[src/design/slhm_pkg.sv]
package slhm_pkg;

  // stream widths, padded to whole bytes
  localparam int unsigned InTdataW  = 112;
  localparam int unsigned OutTdataW = 160;
  localparam int unsigned CfgIdxW   = 3;
  localparam int unsigned CfgDataW  = 16;

  localparam logic [28:0] HbId = 29'h0700_0001;

  // command frames, sent on identifier 0x06000001 with length 8
  localparam logic [63:0] FrameDisable = 64'h230C_2001_0000_0000;
  localparam logic [63:0] FrameEnable  = 64'h230D_2001_0000_0000;
  localparam logic [63:0] FrameSpeed   = 64'h2300_2001_0000_0000;

  localparam int SpeedMax = 998;
  localparam int SpeedMin = -995;

  typedef enum logic [2:0] {
    KIND_RX       = 3'd0,
    KIND_TICK     = 3'd1,
    KIND_DRIVE    = 3'd2,
    KIND_STOP     = 3'd3,
    KIND_PEAK_CLR = 3'd4
  } kind_e;

  typedef enum logic [CfgIdxW-1:0] {
    CFG_STALE      = 3'd0,
    CFG_KEEPALIVE  = 3'd1,
    CFG_SCALE      = 3'd2,
    CFG_FAULT_MASK = 3'd3,
    CFG_LISTEN     = 3'd4
  } cfg_idx_e;

  typedef struct packed {
    logic [15:0] stale_limit_ms;
    logic [15:0] keepalive_period_ms;
    logic [7:0]  current_scale;
    logic [15:0] fault_mask;
    logic        listen_only;
  } cfg_t;

  typedef struct packed {
    logic [2:0]  kind;
    logic [28:0] rx_id;
    logic [3:0]  rx_length;
    logic [63:0] rx_payload;
    logic [7:0]  drive_magnitude;
    logic        drive_reversed;
  } item_t;

  typedef struct packed {
    logic        healthy;
    logic [15:0] error_code;
    logic [15:0] current_ma;
    logic [15:0] peak_current_ma;
    logic [31:0] cumulative_degrees;
    logic        position_valid;
    logic [7:0]  commanded_pwm;
  } status_t;

  typedef struct packed {
    logic [1:0]  n_frames;
    logic [63:0] frame0;
    logic [63:0] frame1;
    status_t     status;
  } result_t;

  // speed word for each magnitude, one table per direction
  typedef logic [255:0][15:0] spd_tbl_t;

  function automatic spd_tbl_t gen_speed_tbl(input logic neg);
    spd_tbl_t t;
    int       s;
    int       v;
    for (int m = 0; m < 256; m++) begin
      s = neg ? -m : m;
      v = ((s + 255) * (SpeedMax - SpeedMin)) / 510 + SpeedMin;
      t[m] = v[15:0];
    end
    return t;
  endfunction

  localparam spd_tbl_t SpeedFwdTbl = gen_speed_tbl(1'b0);
  localparam spd_tbl_t SpeedRevTbl = gen_speed_tbl(1'b1);

endpackage

[src/design/slhm_core.sv]
module slhm_core (
  input  logic            clk_i,
  input  logic            rst_ni,
  input  slhm_pkg::cfg_t  cfg_i,
  input  slhm_pkg::item_t item_i,
  input  logic            advance_i,
  output slhm_pkg::result_t result_o
);
  import slhm_pkg::*;

  logic        health_q, health_d;
  logic [15:0] age_q, age_d;
  logic [15:0] ka_q, ka_d;
  logic [15:0] err_q, err_d;
  logic [15:0] cur_q, cur_d;
  logic [15:0] peak_q, peak_d;
  logic        ref_q, ref_d;
  logic [15:0] prev_q, prev_d;
  logic [31:0] total_q, total_d;
  logic [7:0]  pwm_q, pwm_d;

  logic [15:0] hb_err, hb_raw, hb_ang, ang_diff, spd;
  logic [16:0] hb_mag, ka_next;
  logic [24:0] cur_prod;
  logic [15:0] hb_cur;
  logic        is_hb, healthy_now;
  logic [63:0] f0, f1, spd_frame;
  logic [1:0]  nfr;

  assign hb_err   = item_i.rx_payload[15:0];
  assign hb_raw   = item_i.rx_payload[31:16];
  assign hb_ang   = item_i.rx_payload[63:48];
  assign hb_mag   = hb_raw[15] ? (17'h1_0000 - {1'b0, hb_raw}) : {1'b0, hb_raw};
  assign cur_prod = 25'(hb_mag) * 25'(cfg_i.current_scale);
  assign hb_cur   = cur_prod[15:0];
  assign ang_diff = hb_ang - prev_q;
  assign ka_next  = {1'b0, ka_q} + 17'd1;
  assign is_hb    = (item_i.rx_id == HbId) && (item_i.rx_length >= 4'd8);
  assign healthy_now = health_q && (age_q <= cfg_i.stale_limit_ms);

  assign spd = item_i.drive_reversed ? SpeedRevTbl[item_i.drive_magnitude]
                                     : SpeedFwdTbl[item_i.drive_magnitude];
  assign spd_frame = FrameSpeed | {32'h0, spd, 16'h0} | (spd[15] ? 64'hFFFF : 64'h0);

  always_comb begin
    health_d = health_q;
    age_d    = age_q;
    ka_d     = ka_q;
    err_d    = err_q;
    cur_d    = cur_q;
    peak_d   = peak_q;
    ref_d    = ref_q;
    prev_d   = prev_q;
    total_d  = total_q;
    pwm_d    = pwm_q;
    f0       = '0;
    f1       = '0;
    nfr      = 2'd0;
    case (item_i.kind)
      KIND_RX: begin
        if (is_hb) begin
          prev_d = hb_ang;
          ref_d  = 1'b1;
          if (!ref_q) total_d = '0;
          else        total_d = total_q + {{16{ang_diff[15]}}, ang_diff};
          err_d  = hb_err;
          cur_d  = hb_cur;
          if (hb_cur > peak_q) peak_d = hb_cur;
          age_d    = '0;
          health_d = ((hb_err & cfg_i.fault_mask) == 16'h0);
        end
      end
      KIND_TICK: begin
        if (age_q != 16'hFFFF) age_d = age_q + 16'd1;
        if (ka_next > {1'b0, cfg_i.keepalive_period_ms}) begin
          ka_d = '0;
          if (pwm_q == 8'd0) begin
            f0  = FrameDisable;
            nfr = 2'd1;
          end
        end else begin
          ka_d = ka_next[15:0];
        end
        if (health_q && (age_d > cfg_i.stale_limit_ms)) health_d = 1'b0;
      end
      KIND_DRIVE: begin
        if (!healthy_now) begin
          f0    = FrameDisable;
          nfr   = 2'd1;
          pwm_d = '0;
        end else begin
          f1  = FrameEnable;
          nfr = 2'd2;
          if (item_i.drive_magnitude == 8'd0) begin
            f0    = FrameSpeed;
            pwm_d = '0;
          end else begin
            f0    = spd_frame;
            pwm_d = item_i.drive_magnitude;
          end
        end
      end
      KIND_STOP: begin
        f0    = FrameSpeed;
        f1    = FrameDisable;
        nfr   = 2'd2;
        pwm_d = '0;
      end
      KIND_PEAK_CLR: peak_d = '0;
      default: ;
    endcase
  end

  always_comb begin
    result_o.n_frames = cfg_i.listen_only ? 2'd0 : nfr;
    result_o.frame0   = f0;
    result_o.frame1   = f1;
    result_o.status.healthy            = health_d && (age_d <= cfg_i.stale_limit_ms);
    result_o.status.error_code         = err_d;
    result_o.status.current_ma         = cur_d;
    result_o.status.peak_current_ma    = peak_d;
    result_o.status.cumulative_degrees = total_d;
    result_o.status.position_valid     = ref_d;
    result_o.status.commanded_pwm      = pwm_d;
  end

  always_ff @(posedge clk_i or negedge rst_ni) begin
    if (!rst_ni) begin
      health_q <= 1'b0;
      age_q    <= '0;
      ka_q     <= '0;
      err_q    <= '0;
      cur_q    <= '0;
      peak_q   <= '0;
      ref_q    <= 1'b0;
      prev_q   <= '0;
      total_q  <= '0;
      pwm_q    <= '0;
    end else if (advance_i) begin
      health_q <= health_d;
      age_q    <= age_d;
      ka_q     <= ka_d;
      err_q    <= err_d;
      cur_q    <= cur_d;
      peak_q   <= peak_d;
      ref_q    <= ref_d;
      prev_q   <= prev_d;
      total_q  <= total_d;
      pwm_q    <= pwm_d;
    end
  end

endmodule

[src/design/slhm_out_stage.sv]
module slhm_out_stage (
  input  logic              clk_i,
  input  logic              rst_ni,
  input  logic              load_i,
  input  slhm_pkg::result_t result_i,
  output logic              ready_o,
  output logic              m_axis_tvalid,
  input  logic              m_axis_tready,
  output logic [slhm_pkg::OutTdataW-1:0] m_axis_tdata,  // see top level
  output logic              m_axis_tuser,
  output logic              m_axis_tlast
);
  import slhm_pkg::*;

  result_t res_q;
  logic    valid_q, valid_d;
  logic    beat_q, beat_d;
  logic    last_beat, frame_ok;
  logic [63:0] frame;

  // second beat exists only for two-frame results
  assign last_beat = beat_q || (res_q.n_frames != 2'd2);
  assign frame_ok  = beat_q ? (res_q.n_frames == 2'd2) : (res_q.n_frames != 2'd0);
  assign frame     = !frame_ok ? 64'h0 : (beat_q ? res_q.frame1 : res_q.frame0);
  assign ready_o   = !valid_q || (m_axis_tready && last_beat);

  assign m_axis_tvalid = valid_q;
  assign m_axis_tuser  = frame_ok;
  assign m_axis_tlast  = last_beat;
  assign m_axis_tdata  = {6'b0, res_q.status.commanded_pwm, res_q.status.position_valid,
                          res_q.status.cumulative_degrees, res_q.status.peak_current_ma,
                          res_q.status.current_ma, res_q.status.error_code,
                          res_q.status.healthy, frame};

  always_comb begin
    valid_d = valid_q;
    beat_d  = beat_q;
    if (load_i) begin
      valid_d = 1'b1;
      beat_d  = 1'b0;
    end else if (valid_q && m_axis_tready) begin
      if (last_beat) valid_d = 1'b0;
      else           beat_d  = 1'b1;
    end
  end

  always_ff @(posedge clk_i or negedge rst_ni) begin
    if (!rst_ni) begin
      valid_q <= 1'b0;
      beat_q  <= 1'b0;
    end else begin
      valid_q <= valid_d;
      beat_q  <= beat_d;
    end
  end

  always_ff @(posedge clk_i) begin
    if (load_i) res_q <= result_i;
  end

endmodule

[src/design/servo_link_heartbeat_monitor_unit.sv]
// servo link heartbeat monitor: takes one item per beat on the slave stream (received
// frame, millisecond tick, drive, stop or peak clear, chosen by s_axis_tuser), keeps
// the motor's latest error code, scaled current, peak current and unwrapped angle, and
// answers each item with one or two result beats on the master stream. m_axis_tuser
// high means the beat carries a command frame (identifier 0x06000001, length 8) in
// tdata[63:0]; a beat with m_axis_tuser low carries status only. Stop items and drive
// items while healthy give two beats, an unhealthy drive one disable beat, a tick may
// give one keep-alive disable beat, everything else a single status beat; tlast marks
// the final beat of an item and the status fields hold the same values in every beat
// of it. An item is held in the input register and evaluated in one pass into the
// result register; the result register drains one beat per cycle while m_axis_tready
// is high, which sets the sustained rate at one item per cycle for single-beat items,
// and it takes no new item until both beats of a two-frame item are taken.
// Configuration writes take effect at the next edge and are meant for when the block
// is idle; listen_only drops all frames while state still updates.
module servo_link_heartbeat_monitor_unit (
  input  logic clk_i,
  input  logic rst_ni,
  // configuration write port
  input  logic                                cfg_we_i,
  input  logic [slhm_pkg::CfgIdxW-1:0]        cfg_addr_i,
  input  logic [slhm_pkg::CfgDataW-1:0]       cfg_wdata_i,
  // item stream
  input  logic                                s_axis_tvalid,
  output logic                                s_axis_tready,
  // rx_id[28:0], rx_length[32:29], rx_payload[96:33], drive_magnitude[104:97],
  // drive_reversed[105], zero fill above
  input  logic [slhm_pkg::InTdataW-1:0]       s_axis_tdata,
  // kind[2:0]
  input  logic [2:0]                          s_axis_tuser,
  // result stream
  output logic                                m_axis_tvalid,
  input  logic                                m_axis_tready,
  // tx_payload[63:0], healthy[64], error_code[80:65], current_ma[96:81],
  // peak_current_ma[112:97], cumulative_degrees[144:113], position_valid[145],
  // commanded_pwm[153:146], zero fill above
  output logic [slhm_pkg::OutTdataW-1:0]      m_axis_tdata,
  // tx_valid
  output logic                                m_axis_tuser,
  output logic                                m_axis_tlast
);
  import slhm_pkg::*;

  cfg_t    cfg_q;
  item_t   item_q;
  logic    item_valid_q;
  logic    out_ready, advance, take;
  result_t result;

  // config registers, reset to the documented defaults
  always_ff @(posedge clk_i or negedge rst_ni) begin
    if (!rst_ni) begin
      cfg_q.stale_limit_ms      <= 16'd200;
      cfg_q.keepalive_period_ms <= 16'd200;
      cfg_q.current_scale       <= 8'd1;
      cfg_q.fault_mask          <= 16'hBFFE;
      cfg_q.listen_only         <= 1'b0;
    end else if (cfg_we_i) begin
      case (cfg_addr_i)
        CFG_STALE:      cfg_q.stale_limit_ms      <= cfg_wdata_i;
        CFG_KEEPALIVE:  cfg_q.keepalive_period_ms <= cfg_wdata_i;
        CFG_SCALE:      cfg_q.current_scale       <= cfg_wdata_i[7:0];
        CFG_FAULT_MASK: cfg_q.fault_mask          <= cfg_wdata_i;
        CFG_LISTEN:     cfg_q.listen_only         <= cfg_wdata_i[0];
        default: ;
      endcase
    end
  end

  // input register: refills in the same cycle it hands its item on
  assign advance       = item_valid_q && out_ready;
  assign s_axis_tready = !item_valid_q || out_ready;
  assign take          = s_axis_tvalid && s_axis_tready;

  always_ff @(posedge clk_i or negedge rst_ni) begin
    if (!rst_ni) item_valid_q <= 1'b0;
    else if (take) item_valid_q <= 1'b1;
    else if (advance) item_valid_q <= 1'b0;
  end

  always_ff @(posedge clk_i) begin
    if (take) begin
      item_q.kind            <= s_axis_tuser;
      item_q.rx_id           <= s_axis_tdata[28:0];
      item_q.rx_length       <= s_axis_tdata[32:29];
      item_q.rx_payload      <= s_axis_tdata[96:33];
      item_q.drive_magnitude <= s_axis_tdata[104:97];
      item_q.drive_reversed  <= s_axis_tdata[105];
    end
  end

  // state update and frame building for the held item
  slhm_core u_core (
    .clk_i     (clk_i),
    .rst_ni    (rst_ni),
    .cfg_i     (cfg_q),
    .item_i    (item_q),
    .advance_i (advance),
    .result_o  (result)
  );

  // result register, one beat per frame, or a single status beat for an item without frames
  slhm_out_stage u_out (
    .clk_i         (clk_i),
    .rst_ni        (rst_ni),
    .load_i        (advance),
    .result_i      (result),
    .ready_o       (out_ready),
    .m_axis_tvalid (m_axis_tvalid),
    .m_axis_tready (m_axis_tready),
    .m_axis_tdata  (m_axis_tdata),
    .m_axis_tuser  (m_axis_tuser),
    .m_axis_tlast  (m_axis_tlast)
  );

endmodule

[config.mk]
export PLATFORM = sky130hd
export DESIGN_NAME = servo_link_heartbeat_monitor_unit
export DESIGN_NICKNAME = d
export VERILOG_FILES = /design/src/design/slhm_pkg.sv /design/src/design/slhm_core.sv /design/src/design/slhm_out_stage.sv /design/src/design/servo_link_heartbeat_monitor_unit.sv
export SDC_FILE = /design/constraint.sdc
export NUM_CORES = 1
export LEC_CHECK = 0
export ABC_AREA = 1
export BUFFER_PORTS_ARGS = -buffer_cell sky130_fd_sc_hd__buf_2
export CAP_MARGIN = 20
export CORE_ASPECT_RATIO = 1.1
export CORE_MARGIN = 5
export CORE_UTILIZATION = 45
export CTS_CLUSTER_DIAMETER = 50
export CTS_CLUSTER_SIZE = 10
export DETAILED_ROUTE_END_ITERATION = 12
export PLACE_DENSITY = 0.77
export SLEW_MARGIN = 20
export SYNTH_ARGS = -nofsm -noshare
export SYNTH_HDL_FRONTEND = slang
export SYNTH_HIERARCHICAL = 1
export SYNTH_SLANG_ARGS = --single-unit
[constraint.sdc]
create_clock -name clk_i -period 6.6 [get_ports clk_i]
set_input_delay 1.32 -clock clk_i [delete_from_list [all_inputs] [get_ports clk_i]]
set_output_delay 1.32 -clock clk_i [all_outputs]
set_load 0.02 [all_outputs]
# Yosys cells after proc, flatten, opt, wreduce, memory -nomap -nowiden
# Memory sizes are Yosys's and may differ from the RTL's. A register that Yosys moved wholly into a read port is not among the register bits.
# Index checks and enable logic that the tools add are counted.
# totals
reg_bits,527
input_bits,139
latchBits,0
output_inout_bits,164
mem_count,2
word_cells,147
romBits,8192
ramBits,0
# memory_table
memory,words,width,read_ports,rd_ports_with_merged_regs,write_ports,line_no,source
(no name shown),256,16,1,1,0,slhm_core.sv:41,assign spd = item_i.drive_reversed ? SpeedRevTbl[item_i.drive_magnitude]
(no name shown),256,16,1,1,0,slhm_core.sv:42,: SpeedFwdTbl[item_i.drive_magnitude];
# op_classes
add_sub_neg,5
n_mul,1
n_mux,52
shift,0
bitwise_logic,2
eq_ne,13
n_div,0
n_lt_le_gt_ge,7
n_reduce_logical,31
# ops
op,count
64-bit 2-to-1 mux,5
16-bit 2-to-1 mux,14
64-bit one-hot mux with 3 select lines,1
64-bit one-hot mux with 2 select lines,1
62-bit 2-to-1 mux,2
32-bit 2-to-1 mux,3
62-bit by 64-bit bitwise OR with 64-bit output,1
16-bit one-hot mux with 2 select lines,2
32-bit adder,1
16-bit greater-than comparator,2
16-bit less-or-equal comparator,2
8-bit 2-to-1 mux,4
"29-bit by 27-bit == test with 1-bit output, second input constant",1
"16-bit by 1-bit adder with 17-bit output, second input constant",1
17-bit by 16-bit greater-than comparator with 1-bit output,1
17-bit by 8-bit multiplier with 16-bit output,1
17-bit 2-to-1 mux,1
"17-bit by 16-bit subtractor with 17-bit output, first input constant",1
"16-bit by 1-bit adder with 16-bit output, second input constant",1
16-bit AND,1
16-bit zero test,1
8-bit zero test,2
"16-bit != test, second input constant",1
8-bit one-hot mux with 2 select lines,1
other kinds (19),60

# Longest topological paths before layout
# depth
word_depth,8
depth_mapped,45
mapped_depth_nobuf,44

# Cells and area by module
# The synthesis kept the hierarchy.
# modules_own_cells
mod,seq_area_each_um2,n_inst,area_each_um2,cells_per_inst
slhm_core,3453.3,1,18109.9,2740
slhm_out_stage,6656.4,1,8851.0,675
servo_link_heartbeat_monitor_unit,4750.8,1,5639.2,374

# Least setup slack after synthesis
# Ideal clock, no wire load.
# synth_path
path_type,input port to flip-flop
from,input port m_axis_tready
to,register u_core.ka_q[7]
path_buffers,1
setup_ns,0.118
stages,10
setup_slack_ns,-1.003
required_time_ns,6.482
arrival_ns,7.486
cell_sequence,nand2_1 > nand2_1 > nand2_1 > inv_1 > inv_1 > nor2_1 > clkbuf_1 > inv_1 > nand2_1 > nand2_1
# synth_via
elab_chain_cells,4
# synth_lines
item,line_no,source
"start, declared",servo_link_heartbeat_monitor_unit.sv:33,"input logic m_axis_tready,"
1-bit logical AND,slhm_out_stage.sv:25,assign ready_o = !valid_q || (m_axis_tready && last_beat);
1-bit logical OR,slhm_out_stage.sv:25,
via out_ready,servo_link_heartbeat_monitor_unit.sv:47,"logic out_ready, advance, take;"
1-bit logical AND,servo_link_heartbeat_monitor_unit.sv:71,assign advance = item_valid_q && out_ready;
via advance,servo_link_heartbeat_monitor_unit.sv:47,
2-bit AND reduction (no line),n/a,
"end signal, assigned",slhm_core.sv:142,ka_q <= ka_d;
"end, declared",slhm_core.sv:13,"logic [15:0] ka_q, ka_d;"
# The timed path passes the listed nets, and every way through them passes these cells.
# A chain may end at the register's enable or synchronous reset.

==> summary.log <==
INFO  global_routing grt_pass1_vias=25004
INFO  setup_path     timing.critical_path.from_type=register
INFO  detailed_routing dr.first_iter.drc_count=2266
INFO  pwr            p_leak=17.2nW
INFO  timing         setup-tns-final=0ps
INFO  timing         period_share=98.1%
INFO  clock_tree     ctsHtreeMaxLevel=3
INFO  place          placement.setup.worst_slack=-198ps
INFO  pwr            power.net_switching=6.56mW
INFO  clock_tree     cts.path.max_buffers=3
INFO  setup_path     critPathArrivalTime=6830ps
INFO  global_routing grt_start_max_net_pins=179
INFO  clock_tree     clock_sink_count=508
INFO  place          dpl-instance-area=0.0334mm2
INFO  final_layout   syn2layout_area_growth=13.0%
INFO  pwr            combinational_power_share=48.3%
INFO  pwr            power.switching_fraction=41.8%
INFO  global_routing grt.overflow.total=0
INFO  pwr            maximum_vdd_drop=0.369mV
INFO  global_routing number_of_antenna_violations_at_the_first_check_in_global_routing=3
INFO  synth          post_synth_instance_area=0.0320mm2
INFO  place          numPlacedInstances=4815
INFO  global_routing global_route_wire_length_before_repair=131mm
INFO  global_routing global_route.usage.total=20.8%
INFO  floorplan      die_width=264um
INFO  floorplan      num_rows=102
INFO  final_layout   post_route_cells_drive_above_1_share=15.8%
INFO  timing         max_clock_freq=154MHz
INFO  setup_path     worst_path_largest_cell_delay=550ps
INFO  timing         finalMaxSlewViolations=0
INFO  floorplan      die-height=290um
INFO  clock_tree     cts_root_buffer=sky130_fd_sc_hd__clkbuf_16
INFO  timing         rsz_0062_raised_after_global_routing=true
INFO  global_routing grt_use_met1=26.7%
INFO  clock_tree     hold_buffers=0
INFO  pwr            p_clk_share=23.2%
INFO  global_routing grt-busiest-layer=met2
INFO  timing         final.setup.worst_slack=126ps
INFO  detailed_routing ant_nets=0
INFO  clock_tree     tritoncts=yes
INFO  floorplan      io_pins=303
INFO  detailed_routing detailedRoute.firstPassIterationCount=6
INFO  status         status=finished clean
INFO  timing         worstMarginPinSlew=1060ps
INFO  detailed_routing drc_errors=0
INFO  flow_run       maxCapViolCount=0
INFO  clock_tree     cts.reportedPaths.clkPinSlew=50ps
INFO  timing         finClkSkew=38.5ps
INFO  clock_tree     numCtsBuffers=71
INFO  hold_path      hp-class=register to register
INFO  place          buffer_ports.inserted=271
INFO  timing         number_of_setup_violations_in_the_final_report=0
INFO  synth          synthCells=3770
INFO  final_layout   finish.cell_count_without_fillers=4963
INFO  synth          post_synth.cell_area_avg=8.50um2
INFO  setup_path     critical_path.max_fanout=7
INFO  detailed_routing total_number_of_vias=25617
INFO  setup_path     critPathCaptureType=register
INFO  final_layout   nNetsFinal=4343
INFO  setup_path     critical_path_required=6960ps
INFO  final_layout   layout.cell_area.non_filler=0.0362mm2
INFO  timing         report.final.hold_viol_count=0
INFO  pwr            internal_power=9.12mW
INFO  timing         final.min_clock_period=6470ps
INFO  setup_path     timing.setup.critical_path_class=register to register
INFO  detailed_routing vias_per_cell=5.16
INFO  place          place_congestion=0.963
INFO  timing         slew_headroom=29.6%
INFO  floorplan      starting_utilization_of_the_core_area=45.5%
INFO  detailed_routing route.detailed.wl_per_inst=16.7um
INFO  pwr            pwr_density_cell=433mW/mm2
INFO  global_routing global_route.usage.met2=35.0%
INFO  global_routing gr-usage-met3=4.03%
INFO  pwr            sequential_fraction_of_design_power=28.5%
INFO  detailed_routing detail_route.wirelength=82.8mm
INFO  floorplan      die_area=0.0766mm2
INFO  place          hpwlAfterDp=58.0mm
INFO  floorplan      fp.coreArea=0.0704mm2
INFO  final_layout   layout.cells.most_common_list=sky130_fd_sc_hd__nand2_1, sky130_fd_sc_hd__inv_1, sky130_fd_sc_hd__edfxtp_1
INFO  final_layout   final_util=51.4%
INFO  setup_path     cpMostUsedCell=sky130_fd_sc_hd__inv_1
INFO  setup_path     timing.critical_path.slowest_stage_cell=sky130_fd_sc_hd__fa_1
INFO  clock_tree     clkLatencyLatePin=620ps
INFO  final_layout   most_common_cell_after_layout_fill_and_taps_aside=sky130_fd_sc_hd__nand2_1
INFO  synth          synth-warning-count=6
[sequential cells by signal, summed over array words and instances (netlist names), 8 cells and up]
signal and count:
u_core/ka_q 16, u_core/peak_q 16, u_core/total_q 32, u_core/pwm_q 8, u_core/cur_q 16, u_out/res_q 130, item_q 90, u_core/age_q 16
cfg_q 57, u_core/err_q 16, u_out/m_axis_tdata 90, u_core/prev_q 16
[layer usage]
layer | wire [um] | share of wire [%] | up-vias
met5 | 23 | 0.028 | -
met4 | 3140 | 3.8 | 4
met3 | 5390 | 6.5 | 201
met2 | 39700 | 48 | 878
met1 | 34500 | 42 | 12057
li1 | - | - | 12477
[critical path, delay by kind of cell, from the launching register on]
kind	cells	cell delay, ps
flip-flops	1	400
AO/OA/AOI/OAI	5	600
adder cells (fa/ha/maj)	6	2750
XOR/XNOR	1	160
buffers and inverters	7	540
AND/OR/NAND/NOR	16	1740
[final timing paths]
path | from | to | slack, ps | depth (start not counted)
worst max-delay path | item_q[27] | u_out/m_axis_tdata[105] | 130 | 35
worst min-delay path | cfg_q[47] | cfg_q[47] | 460 | 2
worst max register to register | item_q[27] | u_out/m_axis_tdata[105] | 130 | 35
worst min register to register | cfg_q[47] | cfg_q[47] | 460 | 2
max in group asynchronous | rst_ni | u_core/prev_q[2] | 4650 | 2
min in group asynchronous | rst_ni | u_core/ka_q[12] | 760 | 1
[final cells by class]
class | instances | area [um2]
sequential | 508 | 14300
tap | 936 | 1170
clock buffer | 106 | 1950
antenna | 1 | 2.50
clock inverter | 26 | 300
inverter | 523 | 1970
multi-input combinational | 2499 | 14400
fill | 6493 | 34200
timing repair buffer | 364 | 2150
[stage by stage]
| step | hold WS, ps | power (mW) |
|---|---|---|
| after floorplan | 437 | 9.27 |
| after global placement | 454 | 11.1 |
| after detailed placement | 455 | 11.2 |
| after CTS | 463 | 15.1 |
| after global routing | 478 | 16.9 |
| final | 464 | 15.7 |
[power by group through the flow]
stage | clock (mW) | sequential (mW) | combinational (mW)
final | 3.63 | 4.47 | 7.57
after global routing | 3.89 | 4.53 | 8.50
after CTS | 3.74 | 4.47 | 6.91
after detailed placement | 0 | 4.52 | 6.71
after global placement | 0 | 4.51 | 6.59
after floorplan | 0 | 4.47 | 4.80
[timing repair]
item | 4_1_cts | 5_1_grt
setup endpoints to repair | 32 | 32
pin swaps | 11 | 74
setup buffers | 2 | 12
resized for setup | 22 | 108
(Power assumes the default switching activity.)
